==> config.mk <==
export PLATFORM = sky130hd
export DESIGN_NAME = s512h_ctrl
export DESIGN_NICKNAME = d
export VERILOG_FILES = /design/src/hw/rtl/s512h_pkg.sv /design/src/hw/rtl/s512h_ctrl.sv
export SDC_FILE = /design/constraint.sdc
export NUM_CORES = 1
export LEC_CHECK = 0
export BUFFER_PORTS_ARGS = -buffer_cell sky130_fd_sc_hd__buf_2
export CAP_MARGIN = 0
export CORE_MARGIN = 1
export CORE_UTILIZATION = 56
export CTS_CLUSTER_DIAMETER = 40
export DETAILED_ROUTE_END_ITERATION = 10
export PLACE_DENSITY_LB_ADDON = 0.3
export SLEW_MARGIN = 20
export SYNTH_ARGS = -nofsm -noshare
export SYNTH_HDL_FRONTEND = slang
export SYNTH_SLANG_ARGS = --single-unit
==> constraint.sdc <==
create_clock -name clk -period 2.48 [get_ports clk]
set_input_delay 0.372 -clock clk [delete_from_list [all_inputs] [get_ports clk]]
set_output_delay 0.372 -clock clk [all_outputs]
set_load 0.05 [all_outputs]
==> src/hw/rtl/s512h_pkg.sv <==
// ----------------------------------------------------------------------------
// s512h_pkg
// Shared types, round constants and initial values for the SHA-512/384 hasher.
// ----------------------------------------------------------------------------
package s512h_pkg;

  typedef enum logic [1:0] {
    SEL_DATA,
    SEL_PAD,
    SEL_ZERO,
    SEL_LEN
  } push_sel_t;

  typedef struct packed {
    logic       push;
    push_sel_t  sel;
    logic       round;
    logic [6:0] round_idx;
    logic       finish;
    logic       restart;
    logic [2:0] out_idx;
  } cmd_t;

  typedef struct packed {
    logic cnt_full;
    logic cnt_len;
    logic full_word;
    logic out_last;
  } status_t;

  localparam logic [7:0] PAD_BYTE = 8'h80;

  function automatic logic [63:0] iv_word(input logic mode, input logic [2:0] idx);
    logic [63:0] r;
    unique case (idx)
      3'd0: r = mode ? 64'hCBBB9D5DC1059ED8 : 64'h6A09E667F3BCC908;
      3'd1: r = mode ? 64'h629A292A367CD507 : 64'hBB67AE8584CAA73B;
      3'd2: r = mode ? 64'h9159015A3070DD17 : 64'h3C6EF372FE94F82B;
      3'd3: r = mode ? 64'h152FECD8F70E5939 : 64'hA54FF53A5F1D36F1;
      3'd4: r = mode ? 64'h67332667FFC00B31 : 64'h510E527FADE682D1;
      3'd5: r = mode ? 64'h8EB44A8768581511 : 64'h9B05688C2B3E6C1F;
      3'd6: r = mode ? 64'hDB0C2E0D64F98FA7 : 64'h1F83D9ABFB41BD6B;
      default: r = mode ? 64'h47B5481DBEFA4FA4 : 64'h5BE0CD19137E2179;
    endcase
    return r;
  endfunction

  function automatic logic [63:0] round_k(input logic [6:0] i);
    logic [63:0] r;
    case (i)
      7'd0: r = 64'h428A2F98D728AE22;  7'd1: r = 64'h7137449123EF65CD;
      7'd2: r = 64'hB5C0FBCFEC4D3B2F;  7'd3: r = 64'hE9B5DBA58189DBBC;
      7'd4: r = 64'h3956C25BF348B538;  7'd5: r = 64'h59F111F1B605D019;
      7'd6: r = 64'h923F82A4AF194F9B;  7'd7: r = 64'hAB1C5ED5DA6D8118;
      7'd8: r = 64'hD807AA98A3030242;  7'd9: r = 64'h12835B0145706FBE;
      7'd10: r = 64'h243185BE4EE4B28C; 7'd11: r = 64'h550C7DC3D5FFB4E2;
      7'd12: r = 64'h72BE5D74F27B896F; 7'd13: r = 64'h80DEB1FE3B1696B1;
      7'd14: r = 64'h9BDC06A725C71235; 7'd15: r = 64'hC19BF174CF692694;
      7'd16: r = 64'hE49B69C19EF14AD2; 7'd17: r = 64'hEFBE4786384F25E3;
      7'd18: r = 64'h0FC19DC68B8CD5B5; 7'd19: r = 64'h240CA1CC77AC9C65;
      7'd20: r = 64'h2DE92C6F592B0275; 7'd21: r = 64'h4A7484AA6EA6E483;
      7'd22: r = 64'h5CB0A9DCBD41FBD4; 7'd23: r = 64'h76F988DA831153B5;
      7'd24: r = 64'h983E5152EE66DFAB; 7'd25: r = 64'hA831C66D2DB43210;
      7'd26: r = 64'hB00327C898FB213F; 7'd27: r = 64'hBF597FC7BEEF0EE4;
      7'd28: r = 64'hC6E00BF33DA88FC2; 7'd29: r = 64'hD5A79147930AA725;
      7'd30: r = 64'h06CA6351E003826F; 7'd31: r = 64'h142929670A0E6E70;
      7'd32: r = 64'h27B70A8546D22FFC; 7'd33: r = 64'h2E1B21385C26C926;
      7'd34: r = 64'h4D2C6DFC5AC42AED; 7'd35: r = 64'h53380D139D95B3DF;
      7'd36: r = 64'h650A73548BAF63DE; 7'd37: r = 64'h766A0ABB3C77B2A8;
      7'd38: r = 64'h81C2C92E47EDAEE6; 7'd39: r = 64'h92722C851482353B;
      7'd40: r = 64'hA2BFE8A14CF10364; 7'd41: r = 64'hA81A664BBC423001;
      7'd42: r = 64'hC24B8B70D0F89791; 7'd43: r = 64'hC76C51A30654BE30;
      7'd44: r = 64'hD192E819D6EF5218; 7'd45: r = 64'hD69906245565A910;
      7'd46: r = 64'hF40E35855771202A; 7'd47: r = 64'h106AA07032BBD1B8;
      7'd48: r = 64'h19A4C116B8D2D0C8; 7'd49: r = 64'h1E376C085141AB53;
      7'd50: r = 64'h2748774CDF8EEB99; 7'd51: r = 64'h34B0BCB5E19B48A8;
      7'd52: r = 64'h391C0CB3C5C95A63; 7'd53: r = 64'h4ED8AA4AE3418ACB;
      7'd54: r = 64'h5B9CCA4F7763E373; 7'd55: r = 64'h682E6FF3D6B2B8A3;
      7'd56: r = 64'h748F82EE5DEFB2FC; 7'd57: r = 64'h78A5636F43172F60;
      7'd58: r = 64'h84C87814A1F0AB72; 7'd59: r = 64'h8CC702081A6439EC;
      7'd60: r = 64'h90BEFFFA23631E28; 7'd61: r = 64'hA4506CEBDE82BDE9;
      7'd62: r = 64'hBEF9A3F7B2C67915; 7'd63: r = 64'hC67178F2E372532B;
      7'd64: r = 64'hCA273ECEEA26619C; 7'd65: r = 64'hD186B8C721C0C207;
      7'd66: r = 64'hEADA7DD6CDE0EB1E; 7'd67: r = 64'hF57D4F7FEE6ED178;
      7'd68: r = 64'h06F067AA72176FBA; 7'd69: r = 64'h0A637DC5A2C898A6;
      7'd70: r = 64'h113F9804BEF90DAE; 7'd71: r = 64'h1B710B35131C471B;
      7'd72: r = 64'h28DB77F523047D84; 7'd73: r = 64'h32CAAB7B40C72493;
      7'd74: r = 64'h3C9EBE0A15C9BEBC; 7'd75: r = 64'h431D67C49C100D4C;
      7'd76: r = 64'h4CC5D4BECB3E42B6; 7'd77: r = 64'h597F299CFC657E2A;
      7'd78: r = 64'h5FCB6FAB3AD6FAEC; 7'd79: r = 64'h6C44198C4A475817;
      default: r = 64'h0;
    endcase
    return r;
  endfunction

endpackage

==> src/hw/rtl/s512h_ctrl.sv <==
// ----------------------------------------------------------------------------
// s512h_ctrl
// Sequencer: word intake, padding, 80-round compression and digest readout.
// ----------------------------------------------------------------------------
module s512h_ctrl (
  input  logic              clk,
  input  logic              rst,
  input  logic              in_valid,
  output logic              in_stall,
  input  logic              last_word,
  output logic              out_valid,
  input  logic              out_stall,
  input  s512h_pkg::status_t sts,
  output s512h_pkg::cmd_t    cmd
);
  import s512h_pkg::*;

  typedef enum logic [2:0] {
    ST_IDLE,
    ST_COMP,
    ST_FIN,
    ST_PAD,
    ST_LEN,
    ST_OUT
  } state_t;

  state_t     state, ret;
  logic [6:0] round;
  logic [2:0] out_idx;
  logic       pad_done;
  logic       in_xfer;

  assign in_stall  = (state != ST_IDLE);
  assign out_valid = (state == ST_OUT);
  assign in_xfer   = in_valid && (state == ST_IDLE);

  always_comb begin
    cmd           = '0;
    cmd.sel       = SEL_DATA;
    cmd.round_idx = round;
    cmd.out_idx   = out_idx;
    unique case (state)
      ST_IDLE: cmd.push = in_xfer;
      ST_COMP: cmd.round = 1'b1;
      ST_FIN:  cmd.finish = 1'b1;
      ST_PAD: begin
        cmd.push = 1'b1;
        if (!pad_done) cmd.sel = SEL_PAD;
        else cmd.sel = SEL_ZERO;
      end
      ST_LEN: begin
        cmd.push = 1'b1;
        cmd.sel  = SEL_LEN;
      end
      ST_OUT:  cmd.restart = !out_stall && sts.out_last;
      default: cmd = '0;
    endcase
  end

  always_ff @(posedge clk) begin
    if (rst) begin
      state    <= ST_IDLE;
      ret      <= ST_IDLE;
      round    <= '0;
      out_idx  <= '0;
      pad_done <= 1'b0;
    end else begin
      unique case (state)
        ST_IDLE: begin
          if (in_xfer) begin
            pad_done <= last_word && !sts.full_word;
            round    <= '0;
            if (sts.cnt_full) begin
              state <= ST_COMP;
              ret   <= last_word ? ST_PAD : ST_IDLE;
            end else if (last_word) begin
              state <= ST_PAD;
            end
          end
        end
        ST_COMP: begin
          round <= round + 7'd1;
          if (round == 7'd79) state <= ST_FIN;
        end
        ST_FIN: state <= ret;
        ST_PAD: begin
          pad_done <= 1'b1;
          round    <= '0;
          if (sts.cnt_full) begin
            state <= ST_COMP;
            ret   <= ST_PAD;
          end else if (pad_done && sts.cnt_len) begin
            // upper length word just went in as zero
            state <= ST_LEN;
          end
        end
        ST_LEN: begin
          round   <= '0;
          out_idx <= '0;
          state   <= ST_COMP;
          ret     <= ST_OUT;
        end
        ST_OUT: begin
          if (!out_stall) begin
            out_idx <= out_idx + 3'd1;
            if (sts.out_last) state <= ST_IDLE;
          end
        end
        default: state <= ST_IDLE;
      endcase
    end
  end

endmodule

==> impl_summary.md <==
Outcome
The run finished with clean final reports.

GRT
Entering global routing, the biggest net connects 20 pins. The number of global-route vias before repair was 874. The number of antenna violations at the first check in global routing is 0. The global-route usage over all layers is 0.253.

The total overflow left after global routing is 0. The first global-routing pass estimated 3810 µm of wire.

Pwr
The power density over the cells is 904 nW/µm². The power after layout is 1.11 mW. The cell leakage power is 0.550 nW.

The worst-case IR drop observed on VDD is 0.000708 V.

Detailed routing
The highest metal layer carrying signal wires in the routed design is met4. In this run, the number of DRC markers left after iteration 0 of detailed routing was 38. The routed design uses 152 µm of met3 wire. After detailed routing, the average wire length per cell comes to 13.7 µm. The wire length on met1 is 1050 µm. The post-route antenna net violation count is 0.

For this run, the detailed router's first-pass iteration total came to 4. The routed layout has 1042 vias. After detailed routing, the total wire length is 2420 µm.

The detail-routed via count per cell is 5.89. The routed design uses 1160 µm of met2 wire. For this run, design rule violations remaining after detail routing come to 0.

Critical path
The worst setup path is launched from a flip-flop. The peak fanout along the critical path is 19. On the critical path the largest part of the delay comes from flip-flops.

The minimum setup slack among reg-to-reg paths is 580 ps. Tracing the worst setup path back leads to its startpoint at state[0]. The data arrival at the endpoint of the critical path is 1940 ps. The worst reg2reg path endpoint is state[2]. Walking the worst path, the cells encountered are inv_1 > nand3_1 > o21ai_0 > buf_2.

The worst reg2reg path startpoint is state[0]. The setup path with the least slack is of type flip-flop to primary output. In this design, the stage delay of the slowest critical-path cell is 760 ps. At the worst endpoint, the required time is 2110 ps. The critical path contains buffers and inverters numbering 2 combined. STA classifies the critical path endpoint as a primary output. The cell depth of the worst setup path is 4. The slowest cell on the critical path is dfxtp_1.

The number of cell instances on the worst register-to-register path is 4. The end of the critical path is cmd[13].

Timing
The post-route clock skew is 0.684 ps. The count of final max-slew check failures was 0. The hold violation total from the final report is 0. The final cycle utilization of the critical path is 0.932.

The sum of negative setup slack is 0 ps. The actual transition at the worst max-transition pin is 659 ps. The routed design could run at a clock period as short as 2310 ps. Setup repair after global routing left no endpoint under its margin.

The normalized max-slew margin is 0.560. The top achievable clock speed is 0.433 GHz. The final number of setup-violating endpoints is 0.

Worst hold path
The type of the most critical hold path is primary input to flip-flop. The worst hold path was traced through 4 stages.

Cells and area
Leaving out fill and tap cells, the most frequent cell in the layout is buf_2. For this run, the share of the core covered by cells in the final layout is 0.694. In the layout the commonest cells are 26 x buf_2, 17 x dfxtp_1, 14 x nor2_1. Of the cells placed in the final design, the portion with a size suffix greater than 1 is 0.250. The post-route standard cell area excluding fillers is 1220 µm². From synthesis to final layout, the design area changed by 14.0%. Registers take 340 µm². The area occupied by multi-input gates is 674 µm². The number of antenna diodes in the final layout is 0.

The net count of the finished layout is 164. After filler insertion, the fill cell instance count of the layout stands at 164.

Clock tree
The number of buffers added to fix hold violations after cts is 0. The CTS tree is done. The cell sitting at the root of the clock tree is a clkbuf_4. Clock latency on the worst-skew pair, taken at its later pin, is 290 ps.

Post-CTS repair changed the size of 0 cells. The CTS buffer count is 3. Once the clock tree was built, the setup fixing pass inserted 0 buffers. The maximum buffer depth of the clock tree is 2. The clock net in this run drives a total of 17 sinks. The number of H-tree levels is 1. After clock tree synthesis, the clock-pin slew on the worst setup and hold paths is 100 ps.

Synth
The cell count after synthesis came out at 130. In this run the cell area of the synthesized design comes to 1070 µm². Averaged over all synthesized cells, the footprint is 8.27 µm².

In this run, synthesis inferred 0 flip-flops with an integrated enable. Synthesis produced a netlist with a net count of 141. The synthesized design contains 17 register bits. The count of distinct cell types in the synthesized netlist is 44. The share of the yosys chip area belonging to registers is 0.317. For this run, the leading register cell type out of synthesis is dfxtp_1. Counting flops with an async set or reset pin after synthesis yields a share of 0. The Yosys step of the flow raised 0 warnings.

Die
The effective utilization at floorplan is 0.609. The floorplan step defined a die boundary enclosing 2100 µm². The vertical extent of the die is 45.8 µm. From left edge to right edge, the die measures 45.8 µm. The standard cell core area is 1760 µm². In this run the count of I/O pins placed on the die edge is 27.

In this run the core area contains 15 standard-cell rows.

Placement
The HPWL after detailed placement is 1770 µm. The count of buffers from port buffering is 26. The area of placed instances is 1200 µm².

The congestion estimate from routability-driven global placement came to 0.877.

Run
The count of max-cap constraint violations is 0.
## layout make-up
cell class                      instances  area share
Clock buffer                            4      0.0215
Inverter                                6      0.0184
Sequential cell                        17       0.278
Timing Repair Buffer                   26       0.106
Multi-Input combinational cell         99       0.551
Tap cell                               25      0.0255
## state kept, by name, summed over array words and instances, names as in the netlist
register and cells:
out_idx 3, pad_done 1, ret 3, round 7, state 3
## power breakdown
part	internal [mW]	switching, mW
combinational	0.193	0.355
clock	0.0627	0.0892
sequential	0.313	0.0946
total	0.568	0.538
## per-stage QoR
step / hold WS [ps] / worst slack [ps] / cells
4_1_cts: 409 / 233 / 177
3_3_place_gp: 470 / 671 / 173
3_5_place_dp: 480 / 577 / 173
6_report: 396 / 169 / 177
2_1_floorplan: 458 / 184 / 130
5_1_grt: 417 / 49.4 / 177
## cells by family after synthesis
logic type	count (synthesis)	synth area share
buffers and inverters	14	0.0605
DFF	17	0.317
AOI/OAI and AO/OA	33	0.225
xor gates and xnor gates	6	0.0489
and+or+nand+nor	55	0.289
adders and majority gates	2	0.0233
muxes	3	0.0373
## worst min path at each step
| stage | start | endpoint | slack (ps) |
|---|---|---|---|
| after floorplan | round[6] | round[6] | 460 |
| after CTS | sts[1] | pad_done | 410 |
| after global routing | rst | ret[2] | 420 |
| after global placement | round[6] | round[6] | 470 |
| after detailed placement | round[6] | round[6] | 480 |
| final | sts[1] | pad_done | 400 |
## worst reg2reg max path: stages (launching register included)
cell and delay [ps]:
dfxtp_1 760, nor3b_2 390, o41ai_1 190, o211ai_2 140, mux2_4 320
## per-layer routing
metal | global-route usage | up-vias
li1 | - | 509
met2 | 0.397 | 50
met1 | 0.341 | 476
met3 | 0.0317 | 7
met5 | 0 | -
met4 | 0.124 | 0
## synth_stat cells (3+ instances only)
library cell | number | area (µm²)
and2_1 | 10 | 62.6
nand3_1 | 4 | 20.0
xor2_1 | 5 | 43.8
buf_2 | 4 | 20.0
clkbuf_1 | 3 | 11.3
o21ai_0 | 5 | 25.0
inv_1 | 6 | 22.5
a21oi_1 | 9 | 45.0
nor2_1 | 14 | 52.6
or3_1 | 3 | 18.8
nand2_1 | 7 | 26.3
dfxtp_1 | 17 | 340
Note: power is estimated with default switching activity, not from simulation.
